### src/rtl/core/tds_pkg.sv
// Shared types and codes for the timer deadline scheduler.
`timescale 1ns / 1ps
package tds_pkg;

  localparam int unsigned IdW = 6;

  typedef enum logic [2:0] {
    OP_START   = 3'd0,
    OP_STOP    = 3'd1,
    OP_AGAIN   = 3'd2,
    OP_REMAIN  = 3'd3,
    OP_ADVANCE = 3'd4
  } opcode_e;

  typedef enum logic [2:0] {
    K_DONE    = 3'd0,
    K_EXPIRED = 3'd1,
    K_REMAIN  = 3'd2,
    K_REFUSED = 3'd3,
    K_FINISH  = 3'd4
  } kind_e;

  typedef enum logic [2:0] {
    C_NONE   = 3'd0,
    C_START  = 3'd1,
    C_STOP   = 3'd2,
    C_AGAIN  = 3'd3,
    C_REMAIN = 3'd4,
    C_EXPIRE = 3'd5
  } cell_op_e;

  typedef enum logic [1:0] {
    S_IDLE = 2'd0,
    S_OP   = 2'd1,
    S_SCAN = 2'd2
  } state_e;

  typedef struct packed {
    cell_op_e         op;
    logic [IdW-1:0]   id;
  } cmd_t;

  typedef struct packed {
    logic             valid;
    logic [IdW-1:0]   id;
  } tok_t;

endpackage

### src/rtl/core/tds_cell.sv
// One timer cell: holds a timer's state and passes the earliest-due token on.
`timescale 1ns / 1ps
module tds_cell #(
  parameter int unsigned TIME_BITS = 32,
  parameter int unsigned CELL_ID   = 0
) (
  input  logic                   clk_i,
  input  logic                   rst_ni,
  input  tds_pkg::cmd_t          cmd_i,
  input  logic [TIME_BITS-1:0]   cur_i,
  input  logic [TIME_BITS-1:0]   delay_i,
  input  logic [TIME_BITS-1:0]   period_i,
  input  tds_pkg::tok_t          tok_i,
  input  logic [TIME_BITS-1:0]   tok_dl_i,
  output tds_pkg::tok_t          tok_o,
  output logic [TIME_BITS-1:0]   tok_dl_o,
  output tds_pkg::kind_e         kind_o,
  output logic [TIME_BITS-1:0]   left_o
);
  import tds_pkg::*;

  localparam logic [TIME_BITS-1:0] TMax = '1;

  logic                 active_q, active_d;
  logic [TIME_BITS-1:0] dl_q, dl_d, per_q, per_d;
  tok_t                 tok_q, tok_d;
  logic [TIME_BITS-1:0] tok_dl_q, tok_dl_d;
  logic                 sel, due;
  logic [TIME_BITS-1:0] nxt;

  assign sel = (cmd_i.id == IdW'(CELL_ID));
  assign due = active_q && (dl_q <= cur_i);

  always_comb begin
    active_d = active_q;
    dl_d     = dl_q;
    per_d    = per_q;
    kind_o   = K_DONE;
    left_o   = '0;
    nxt      = dl_q + per_q;
    if (sel) begin
      case (cmd_i.op)
        C_START: begin
          if (!active_q && delay_i <= TMax - cur_i) begin
            active_d = 1'b1;
            dl_d     = cur_i + delay_i;
            per_d    = period_i;
          end else begin
            kind_o = K_REFUSED;
          end
        end
        C_STOP: active_d = 1'b0;
        C_AGAIN: begin
          if (active_q) begin
            if (per_q == '0 || cur_i >= TMax - per_q) active_d = 1'b0;
            else dl_d = cur_i + per_q;
          end else if (per_q != '0) begin
            if (per_q <= TMax - cur_i) begin
              active_d = 1'b1;
              dl_d     = cur_i + per_q;
            end else begin
              kind_o = K_REFUSED;
            end
          end
        end
        C_REMAIN: begin
          kind_o = K_REMAIN;
          if (active_q && dl_q > cur_i) left_o = dl_q - cur_i;
        end
        C_EXPIRE: begin
          kind_o = K_EXPIRED;
          if (per_q == '0 || dl_q >= TMax - per_q) begin
            active_d = 1'b0;
          end else if (nxt <= cur_i) begin
            // periodic timer fell behind: clamp to one tick after now
            if (cur_i == TMax) active_d = 1'b0;
            else dl_d = cur_i + 1'b1;
          end else begin
            dl_d = nxt;
          end
        end
        default: ;
      endcase
    end
  end

  // strict compare keeps the lower id on equal deadlines
  always_comb begin
    tok_d    = tok_i;
    tok_dl_d = tok_dl_i;
    if (due && (!tok_i.valid || dl_q < tok_dl_i)) begin
      tok_d.valid = 1'b1;
      tok_d.id    = IdW'(CELL_ID);
      tok_dl_d    = dl_q;
    end
  end

  always_ff @(posedge clk_i or negedge rst_ni) begin
    if (!rst_ni) begin
      active_q <= 1'b0;
      per_q    <= '0;
      tok_q    <= '0;
    end else begin
      active_q <= active_d;
      per_q    <= per_d;
      tok_q    <= tok_d;
    end
  end

  always_ff @(posedge clk_i) begin
    dl_q     <= dl_d;
    tok_dl_q <= tok_dl_d;
  end

  assign tok_o    = tok_q;
  assign tok_dl_o = tok_dl_q;

endmodule

### config.mk
export PLATFORM = sky130hd
export DESIGN_NAME = tds_cell
export DESIGN_NICKNAME = d
export VERILOG_FILES = /design/src/rtl/core/tds_pkg.sv /design/src/rtl/core/tds_cell.sv
export SDC_FILE = /design/constraint.sdc
export NUM_CORES = 1
export LEC_CHECK = 0
export BUFFER_PORTS_ARGS = -buffer_cell sky130_fd_sc_hd__buf_4
export CAP_MARGIN = 20
export CORE_MARGIN = 5
export CORE_UTILIZATION = 30
export CTS_BUF_LIST = sky130_fd_sc_hd__clkbuf_16
export DETAILED_ROUTE_END_ITERATION = 6
export PLACE_DENSITY = 0.57
export SETUP_SLACK_MARGIN = 0.5
export SLEW_MARGIN = 25
export SYNTH_ARGS = -nofsm -noshare
export SYNTH_HDL_FRONTEND = slang
export SYNTH_SLANG_ARGS = --single-unit
### constraint.sdc
create_clock -name clk_i -period 14.3 [get_ports clk_i]
set_clock_uncertainty 0.1 [all_clocks]
set_input_delay 0 -clock clk_i [delete_from_list [all_inputs] [get_ports clk_i]]
set_output_delay 0 -clock clk_i [all_outputs]
set_load 0.02 [all_outputs]
# [Word-level counts from Yosys, hierarchy flattened]
# Index checks and enable logic that the tools add are counted.
[word_totals] out_inout_bits=74 regBits=104 input_bits=146 elab_cells=81
[classes] order_cmp=8 n_addsub=7 n_eq_ne=14 mux=29 n_reduce_logical=17
[ops] cell="two-way mux 32 bit" count=12
[ops] cell="<= comparator 32 bit" count=4
[ops] cell="adder 32 bit" count=3
[ops] cell="case mux 32 bit (3 select lines)" count=1
[ops] cell="greater-or-equal comparator 32 bit" count=2
[ops] cell="subtractor 32 bit, first input constant" count=2
[ops] cell="adder 32 x 1 -> 32 bit, second input constant" count=1
[ops] cell="== test 32 bit, second input constant" count=1
[ops] cell="greater-than comparator 32 bit" count=1
[ops] cell="logical NOT 32 bit" count=1
[ops] cell="< comparator 32 bit" count=1
[ops] cell="nonzero test 32 bit" count=1
[ops] cell="subtractor 32 bit" count=1
[ops] cell="inequality test 3 bit, second input constant" count=6
[ops] cell="two-way mux 1 bit" count=8
[ops] cell="two-way mux 2 bit" count=4
[ops] cell="case mux 2 bit (4 select lines)" count=1
[ops] cell="AND reduction 8 bit" count=1
[ops] cell="two-way mux 7 bit" count=1
[ops] cell="== test 3 x 2 -> 1 bit, second input constant" count=2
[ops] cell="== test 3 bit, second input constant" count=2
[ops] cell="logical NOT 6 bit" count=1
[ops] cell="AND reduction 5 bit" count=1
[ops] cell="logical AND 1 bit" count=4
[ops] cell="9 further kinds" count=13

# [Longest topological paths before layout]
# Gate-level depths: netlist of run 1.
[logic_depth] word_depth=7 depth_mapped=22 depth_no_buf=20

# [Worst setup path before layout of run 1]
# No wires, ideal clock.
[synth_timing] path_type="reg-to-reg" startpoint="register dl_q[0]" endpoint="register dl_q[0] (enable)" synth_period_minus_slack_ns=7.687 arrival_time_ns=7.074 required_ns=13.687 setup_time_ns=0.513 path_buffers=0 path_slack_ns=6.613 stages_incl_launch_ff=21 cell_sequence="edfxtp_1 > ha_1 > fa_1 > nand2_1 > a21oi_1 > o31ai_1 > a21o_1 > nor2b_1 > o21ai_0 > a21oi_1 > xnor2_1 > ha_1 > nand2_1 > nor2_1 > nand2_1 > o21ai_0 > a21o_1 > o21ai_0 > and3b_1 > o41ai_1 > nor4b_1"
[synth_via] elab_chain_cells=4 word_cells_on_any_way=7 classes_between="add/sub (1); order compare (2); eq/ne (2); reduce/logical (2)"
[synth_lines] element="start, declared" line_no="tds_cell.sv:25" rtl="logic [TIME_BITS-1:0] dl_q, dl_d, per_q, per_d;"
[synth_lines] element="start signal, assigned" line_no="tds_cell.sv:111" rtl="dl_q <= dl_d;"
[synth_lines] element="adder 32 bit / greater-or-equal comparator 32 bit (equally long branches)" line_no="tds_cell.sv:40, tds_cell.sv:72"
[synth_lines] element="<= comparator 32 bit / logical OR 1 bit (equally long branches)" line_no="tds_cell.sv:74, tds_cell.sv:72"
[synth_lines] element="inequality test 3 bit (no source line) / inequality test 2 bit (equally long branches)"
[synth_lines] element="AND reduction 8 bit (no source line) (*)"
# Mark *: on every way between the ends. The rest lies on a longest branch, timed or not.
# A chain may end at the register's enable or synchronous reset.

# [Worst setup path after layout of run 1]
[layout_timing] startpoint="register dl_q[0]" endpoint="register dl_q[26] (data pin)"
[layout_via] elab_chain_cells=5
[layout_lines] element="adder 32 bit (*)" line_no="tds_cell.sv:40" rtl="nxt = dl_q + per_q;"
[layout_lines] element="<= comparator 32 bit" line_no="tds_cell.sv:74" rtl="end else if (nxt <= cur_i) begin"
[layout_lines] element="two-way mux 32 bit (*)" line_no="tds_cell.sv:74"
[layout_lines] element="two-way mux 32 bit (*)" line_no="tds_cell.sv:72" rtl="if (per_q == '0 || dl_q >= TMax - per_q) begin"
[layout_lines] element="case mux 32 bit (3 select lines) (*)" line_no="tds_cell.sv:42" rtl="case (cmd_i.op)"
# Mark *: on every way between the ends. The rest lies on a longest branch, timed or not. The select of a mux whose other input is x is not followed.

==> impl_metrics.json, run 1 <==
{
  "gr-usage-all-layers_pct": 20.0,
  "tritoncts.num_buffers": 9,
  "cts-root-to-sink-buffers": 2,
  "type_of_the_setup_path_with_the_least_slack": "flop to flop",
  "yosysUniqueCellTypes": 82,
  "critical_path_buf_inv_count": 2,
  "clock_power_share_pct": 27.0,
  "dominant_combinational_cell_family_by_area_after_synthesis": "compound AO/OA/AOI/OAI gates",
  "finalHoldWorstSlack_ns": 0.0291,
  "clock_tree.htree_level_count": 3,
  "postSynthRegisterBits": 104,
  "grt_setup_unrepaired": "false",
  "route.antenna.remaining_nets": 0,
  "antenna_found_initial": 1,
  "std_cell_rows": 77,
  "area_delta_synth_final_pct": 24.5,
  "critPathSlowestCell": "edfxtp_1",
  "finalNetCount": 2263,
  "gp_congestion": 0.922,
  "synth-simple-area-share_pct": 17.7,
  "stdcell_area_um2": 16700,
  "worstPathCellList": "ha_1 -> fa_1 -> nand2_1 -> a21oi_1 -> o31ai_1 -> a21o_1 -> nor2b_1 -> o21ai_0 -> a21oi_1 -> xnor2_1 -> ha_1 -> a21oi_1 -> o21ai_0 -> a221oi_1 -> o21ai_0 -> a21o_1 -> o21ai_2 -> buf_4 -> inv_1 -> o21ai_0 -> o22ai_1",
  "slew_headroom_pct": 34.0,
  "library_cell_appearing_most_often_on_the_critical_path": "o21ai_0",
  "synth.avg_cell_area_um2": 8.29,
  "tritoncts_clock_tree": "built",
  "clk-insertion-delay-late_ns": 0.40,
  "core_um2": 44200,
  "avgRoutedWirePerCell_um": 20.4,
  "sw_share_pct": 36.2,
  "crit_arrival_ns": 5.61,
  "grt_remaining_overflow": 0,
  "startpoint_type_of_the_worst_setup_path": "flop",
  "synth_xor_area_share_pct": 6.86,
  "synth_edf_count": 32,
  "placement.setup.worst_slack_ns": 8.72,
  "layout.filler_cells": 4569,
  "yosys.area_share.adder_pct": 21.4,
  "area_fraction_in_compound_gates_after_synthesis_pct": 21.4,
  "powerDensity_nw_per_um2": 56.0,
  "clock-root-buffer": "clkbuf_16",
  "layout-drive-gt1-share_pct": 18.7,
  "drv_cap": 0,
  "internal_power_mw": 0.596,
  "synthMuxAreaShare_pct": 9.03,
  "clk_transition_reported_paths_ns": 0.08,
  "netlist_area_um2": 13400,
  "largest_stage_delay_on_the_critical_path_ns": 0.43,
  "post_cts_resize_count": 0,
  "achievable-frequency_mhz": 178,
  "initial_utilization_pct": 30.3,
  "synth.net_count": 1989,
  "power.ir.vdd_worst_v": 0.0000445,
  "worst_pin_slew_ns": 0.988,
  "vias": 13300,
  "ys_async_sr_fraction_pct": 38.5,
  "routed_wl_um": 50700,
  "post_drt_via_cell_ratio": 5.34,
  "grt_pass1_vias": 13300,
  "switching_power_mw": 0.338,
  "final-hold-violation-count": 0,
  "setup.worst_path.end_class": "flop",
  "die_height_um": 221,
  "detailedRoute.firstPassIterationCount": 5,
  "fin_crit_sh_pct": 39.2,
  "power.share.sequential_pct": 34.7,
  "die_area_um2": 49000,
  "power.total_mw": 0.935,
  "postSynthCellCount": 1616,
  "wire_length_of_the_first_global_routing_pass_um": 77200,
  "clock_sink_count": 104,
  "cp_max_fo": 47,
  "share_comb_of_total_power_pct": 38.3,
  "static-leakage-power_nw": 7.93,
  "run_status": "finished clean",
  "io_buffers": 218,
  "fin_tns_setup_ns": 0,
  "synth_ff_type": "dfrtp_1",
  "worst_path_dominant_cell_family": "compound AO/OA/AOI/OAI gates",
  "floorplan.io_pins": 220,
  "grt_start_max_net_pins": 48,
  "final-setup-viol-count": 0,
  "hpwl_um": 42300,
  "die_w_um": 221,
  "post_dp_cell_area_um2": 15700,
  "drv_slew": 0,
  "first_iter_violations": 775,
  "final_period_minus_worst_setup_slack_ns": 5.60,
  "hold_path_class": "input pin to flop",
  "post-route-drc-count": 0,
  "layout_setup_ws_ns": 8.70,
  "synth.yosys.seq_area_share_pct": 19.4,
  "synth.yosys.warnings": 0,
  "data_required_critical_path_ns": 14.31
}
[power by group through the flow]
stage	registers (mW)	clock network (mW)	logic, mW
2_1_floorplan	0.339	0	0.205
3_3_place_gp	0.331	0	0.335
3_5_place_dp	0.331	0	0.337
4_1_cts	0.324	0.257	0.356
5_1_grt	0.325	0.266	0.395
6_report	0.324	0.252	0.358
[placed cells by master (no fill, tap or decap), drive strengths merged, types with 5 or more instances in the layout]
cell         instances
a211oi               9
a21o                70
a21oi              143
a221oi               7
a31o                 5
a31oi               17
and2                11
and3                 8
and4                 7
buf                224
clkbuf               9
dfrtp               40
dfxtp               32
dlygate4sd3         77
edfxtp              32
ha                 224
inv                 99
mux2                93
mux2i               11
nand2              149
nand2b              14
nand3               33
nand4               38
nor2               124
nor2b               23
nor3                35
nor4                19
o2111ai              6
o211ai              18
o21a                12
o21ai               97
o21bai              15
o31ai                6
or3                 13
xnor2               75
xor2                30
[state kept, by name (all words and copies together) (netlist names)]
| register | cells |
|---|---|
| tok_o | 7 |
| per_q | 32 |
| tok_dl_o | 32 |
| dl_q | 32 |
| active_q | 1 |
[synthesized netlist by cell type (all sizes together), types with 12 or more instances]
library cell / number / share of area [%]
a21o: 70 / 3.9
a21oi: 143 / 5.5
a31oi: 17 / 0.79
buf: 15 / 0.79
clkbuf: 23 / 0.65
dfrtp: 40 / 7.5
dfxtp: 32 / 4.8
edfxtp: 32 / 7.2
ha: 224 / 21
inv: 97 / 2.7
mux2: 93 / 8.2
nand2: 149 / 4.2
nand2b: 14 / 0.65
nand3: 33 / 1.2
nand4: 38 / 1.8
nor2: 124 / 3.5
nor2b: 23 / 1.1
nor3: 35 / 1.4
nor4: 19 / 0.89
o211ai: 18 / 1.0
o21a: 12 / 0.67
o21ai: 97 / 3.6
o21bai: 15 / 0.84
or3: 13 / 0.61
xnor2: 75 / 4.9
xor2: 30 / 2.0
[stage by stage]
stage,cells,util [%]
2_1_floorplan,1616,-
3_3_place_gp,2394,35.4
3_5_place_dp,2394,35.4
4_1_cts,2487,37.7
5_1_grt,2488,37.7
6_report,2488,37.7
[metal layers]
metal	vias up	part of all wire, %	GRT usage, %
li1	6533	-	-
met1	6233	49	29.1
met2	459	42	30.6
met3	58	5.8	2.89
met4	0	2.6	6.28
met5	-	0	0
[area by class of cell]
class	instances	area (µm²)	share of cell area, %
clock buffers	9	225	1.35
clock inverters	7	32.5	0.195
repair buffers	301	2450	14.7
diodes	1	2.50	0.0150
inverters	97	364	2.18
multi-input cells	1377	10300	61.5
flip-flops and latches	104	2600	15.6
well taps	592	741	4.44
[kinds of logic (layout without fill, tap and decap cells)]
logic type | Yosys count | in the layout
compound gates | 450 | 450
xor+xnor | 105 | 105
fa+ha+maj | 227 | 227
buf+inv | 135 | 414
flops | 104 | 104
mux | 104 | 104
other cells | 1 | 2
simple gates | 490 | 490
[worst reg2reg max path: cells and delay by family, from the launching register on]
kind	cells	cell delay, ns
compound gates	13	2.63
xor+xnor	1	0.11
fa+ha+maj	3	0.85
buf+inv	2	0.82
flops	1	0.43
simple gates	2	0.37
[path summary, 6_finish.rpt]
path,start,end,slack (ns),cells after the start
setup / recovery,dl_q[0]$_DFFE_PP_,dl_q[26]$_DFFE_PP_,8.70,21
hold / removal,cur_i[9],dl_q[9]$_DFFE_PP_,0.03,4
setup reg to reg,dl_q[0]$_DFFE_PP_,dl_q[26]$_DFFE_PP_,8.70,21
hold reg to reg,dl_q[0]$_DFFE_PP_,tok_dl_o[0]$_DFF_P_,0.48,1
max in group asynchronous,rst_ni,tok_o[4]$_DFF_PN0_,13.54,2
min in group asynchronous,rst_ni,per_q[7]$_DFFE_PN0P_,0.07,2
[what timing repair did]
action	CTS	global route
hold buffers	77	0
setup buffers	0	0
hold endpoints to repair	114	0
Power figures use the tool's default switching activity.
==> run 2: changes to the inputs <==
- ABC_AREA: not set -> 1
- PLACE_DENSITY: 0.57 -> 0.58
- clock period: 14.3 -> 4.7 ns (I/O delays scaled with it)
==> run 2 against run 1 <==
Compared with the run above: synthesized area increased by 8.6%; combinational power rose to 3.5 times the previous value; hold slack better by 0.0027 ns; maximum frequency is 37% higher; design area increased by 15%; via count rose by 25%; total power increased to 3.4 times the previous value; setup slack got worse by 8.1 ns; critical path depth increased by 5; first-iteration DRC count increased by 53%; final cell count is 31% higher; critical endpoint is now dl_q[2]$_DFFE_PP_; largest cell class unchanged.
==> impl_metrics.json, run 2 <==
{
  "clock_sink_count": 104,
  "largest_stage_delay_on_the_critical_path_ns": 0.41,
  "synth.most_common_cell": "nand2_1",
  "utilization_pct": 40.3,
  "critPathLaunch": "dl_q[0]$_DFFE_PP_",
  "final-hold-violation-count": 0,
  "synth.net_count": 2670,
  "clock_tree.htree_level_count": 3,
  "crit_arrival_ns": 4.13,
  "route.antenna.remaining_nets": 0,
  "startpoint_type_of_the_worst_setup_path": "flop",
  "synth.yosys.seq_area_share_pct": 17.9,
  "fin_crit_sh_pct": 87.2,
  "post_drt_via_cell_ratio": 5.09,
  "tritoncts_clock_tree": "built",
  "dominant_combinational_cell_family_by_area_after_synthesis": "simple AND/OR/NAND/NOR gates",
  "clk-insertion-delay-late_ns": 0.41,
  "clk_transition_reported_paths_ns": 0.08,
  "io_buffers": 218,
  "final_cell_mix": "nand2_1 (572), inv_1 (312), buf_4 (287)",
  "tritoncts.num_buffers": 9,
  "synth.avg_cell_area_um2": 6.34,
  "count_of_inserted_antenna_diode_cells": 0,
  "achievable-frequency_mhz": 244,
  "drv_slew": 0,
  "finalHoldWorstSlack_ns": 0.0318,
  "power.ir.vdd_worst_v": 0.000185,
  "critPathSlowestCell": "edfxtp_1",
  "top_cells_by_count_synth": "nand2_1 (594), inv_1 (315), nor2_1 (225), ha_1 (224), a21oi_1 (200)",
  "synth_area_leaders": "ha_1 (19%), nand2_1 (15%), inv_1 (8.1%)",
  "initial_utilization_pct": 30.4,
  "fin_tns_setup_ns": 0,
  "grt_pass1_vias": 16400,
  "final_period_minus_worst_setup_slack_ns": 4.10,
  "hpwl_um": 51500,
  "synth.yosys.warnings": 0,
  "floorplan.io_pins": 220,
  "core_um2": 47800,
  "static-leakage-power_nw": 9.67,
  "ys_async_sr_fraction_pct": 38.5,
  "reg2reg_from": "dl_q[0]$_DFFE_PP_",
  "run_status": "finished clean",
  "post-route-drc-count": 0,
  "area_delta_synth_final_pct": 32.4,
  "type_of_the_setup_path_with_the_least_slack": "flop to flop",
  "first_iter_violations": 1187,
  "netlist_area_um2": 14600,
  "slew_headroom_pct": 32.7,
  "die_area_um2": 53000,
  "hold_path_class": "input pin to asynchronous set/reset pin",
  "clock-root-buffer": "clkbuf_16",
  "final-setup-viol-count": 0,
  "antenna_found_initial": 0,
  "placement.setup.worst_slack_ns": 0.0665,
  "area_fraction_in_compound_gates_after_synthesis_pct": 17.5,
  "critical_path_buf_inv_count": 4,
  "layout-drive-gt1-share_pct": 18.4,
  "die_height_um": 230,
  "die_w_um": 230,
  "drv_cap": 0,
  "postSynthRegisterBits": 104,
  "finalNetCount": 3021,
  "data_required_critical_path_ns": 4.73,
  "setup.worst_path.end_class": "flop",
  "gr-usage-all-layers_pct": 22.5,
  "worst_path_dominant_cell_family": "simple AND/OR/NAND/NOR gates",
  "gp_congestion": 0.926,
  "synth_edf_count": 32,
  "wire_length_of_the_first_global_routing_pass_um": 93200,
  "synth_ff_type": "dfrtp_1",
  "detailedRoute.firstPassIterationCount": 6,
  "synthDominantAreaCellType": "ha_1",
  "vias": 16600,
  "grt_start_max_net_pins": 41,
  "yosys.area_share.adder_pct": 19.7,
  "synth-simple-area-share_pct": 31.1,
  "grt_remaining_overflow": 0,
  "synth_xor_area_share_pct": 4.09,
  "synthDominantCellAreaShare_pct": 19.3,
  "powerDensity_nw_per_um2": 165,
  "layout_setup_ws_ns": 0.602,
  "postSynthCellCount": 2297,
  "yosysUniqueCellTypes": 54,
  "std_cell_rows": 80,
  "grt_setup_unrepaired": "true",
  "cp_max_fo": 8,
  "worst_pin_slew_ns": 1.00,
  "cts-root-to-sink-buffers": 2,
  "routed_wl_um": 62300,
  "final_common_cell": "nand2_1",
  "avgRoutedWirePerCell_um": 19.1,
  "library_cell_appearing_most_often_on_the_critical_path": "nand2_2",
  "synthMuxAreaShare_pct": 0.0688
}
run 2: cell types whose count changed after synthesis, sizes merged, moves of 54 or more:
cell   previous run  this run
a21oi           143       200
nand2           149       603
nor2            124       231
inv              97       319
o21ai            97       197
a21o             70        16
mux2             93         0
nand3            33       111
run 2: final timing paths:
kind | depth (start not counted) | slack [ns] | end
max reg2reg | 26 | 0.60 | dl_q[2]$_DFFE_PP_
min in group clk_i | 5 | 0.03 | dl_q[30]$_DFFE_PP_
min | 2 | 0.03 | per_q[5]$_DFFE_PN0P_
max in group asynchronous | 2 | 3.95 | per_q[26]$_DFFE_PN0P_
min reg2reg | 2 | 0.53 | per_q[20]$_DFFE_PN0P_
max | 26 | 0.60 | dl_q[2]$_DFFE_PP_
run 2: cell type report:
type	instances	area, µm²
clock buffers	9	225
clock inverters	7	92.6
fillers	5099	28600
inverters	320	1200
multi-input cells	1835	11200
flip-flops and latches	104	2630
well taps	615	769
repair buffers	377	3120
repair inverters	1	5.00
run 2: cells by family after synthesis:
logic type               Yosys count
buffers and inverters            358
AO/OA/AOI/OAI                    470
adder cells (fa/ha/maj)          227
AND/OR/NAND/NOR                 1068
flip-flops                       104
other                              1
multiplexers                       1
XOR/XNOR                          68
run 2: layer usage:
layer	global-route usage, %	vias up	part of all wire [%]
met5	0	-	0
met4	6.44	0	2.3
met3	1.49	62	4.1
met2	37.8	469	47
met1	31.2	7762	47
li1	-	8354	-
run 2: power by group:
group	internal (mW)	total [mW]	switching [mW]	leakage, nW
clock	0.468	0.903	0.435	0.152
combinational	0.491	1.27	0.783	8.46
sequential	0.987	1.01	0.0203	1.06
total	1.95	3.18	1.24	9.67
run 2: worst register-to-register path, cell delays in order, from the launching register on:
cell	delay (ns)
edfxtp_1	0.41
ha_2	0.22
fa_2	0.39
nand2_2	0.09
nand2_2	0.07
nand2_1	0.09
nand2_2	0.09
nand4_1	0.11
nand2_2	0.12
buf_6	0.15
nand2_1	0.07
nand2_2	0.06
xor2_2	0.16
ha_1	0.28
nand2_1	0.07
nor2_2	0.11
nand4_1	0.11
nor2_2	0.14
nand2_1	0.07
nand2_2	0.08
nand2_4	0.10
buf_12	0.15
nand2_4	0.06
a21oi_2	0.06
nor2_4	0.18
buf_4	0.16
buf_16	0.13
run 2: what timing repair did:
| action | in CTS | in global routing |
|---|---|---|
| pin swaps | 5 | 28 |
| buffers inserted | 26 | 28 |
| endpoints found under the hold margin | 113 | 0 |
| endpoints found under the setup margin | 64 | 62 |
| cloned | 2 | 2 |
| hold buffers | 78 | 0 |
| resized for setup | 34 | 137 |
run 2: metrics by stage:
stage	area, µm²	instances	total power [mW]
2_1_floorplan	14600	2297	1.75
3_3_place_gp	17000	3116	2.19
3_5_place_dp	17000	3116	2.21
4_1_cts	18400	3238	3.18
5_1_grt	19300	3268	3.38
6_report	19300	3268	3.18
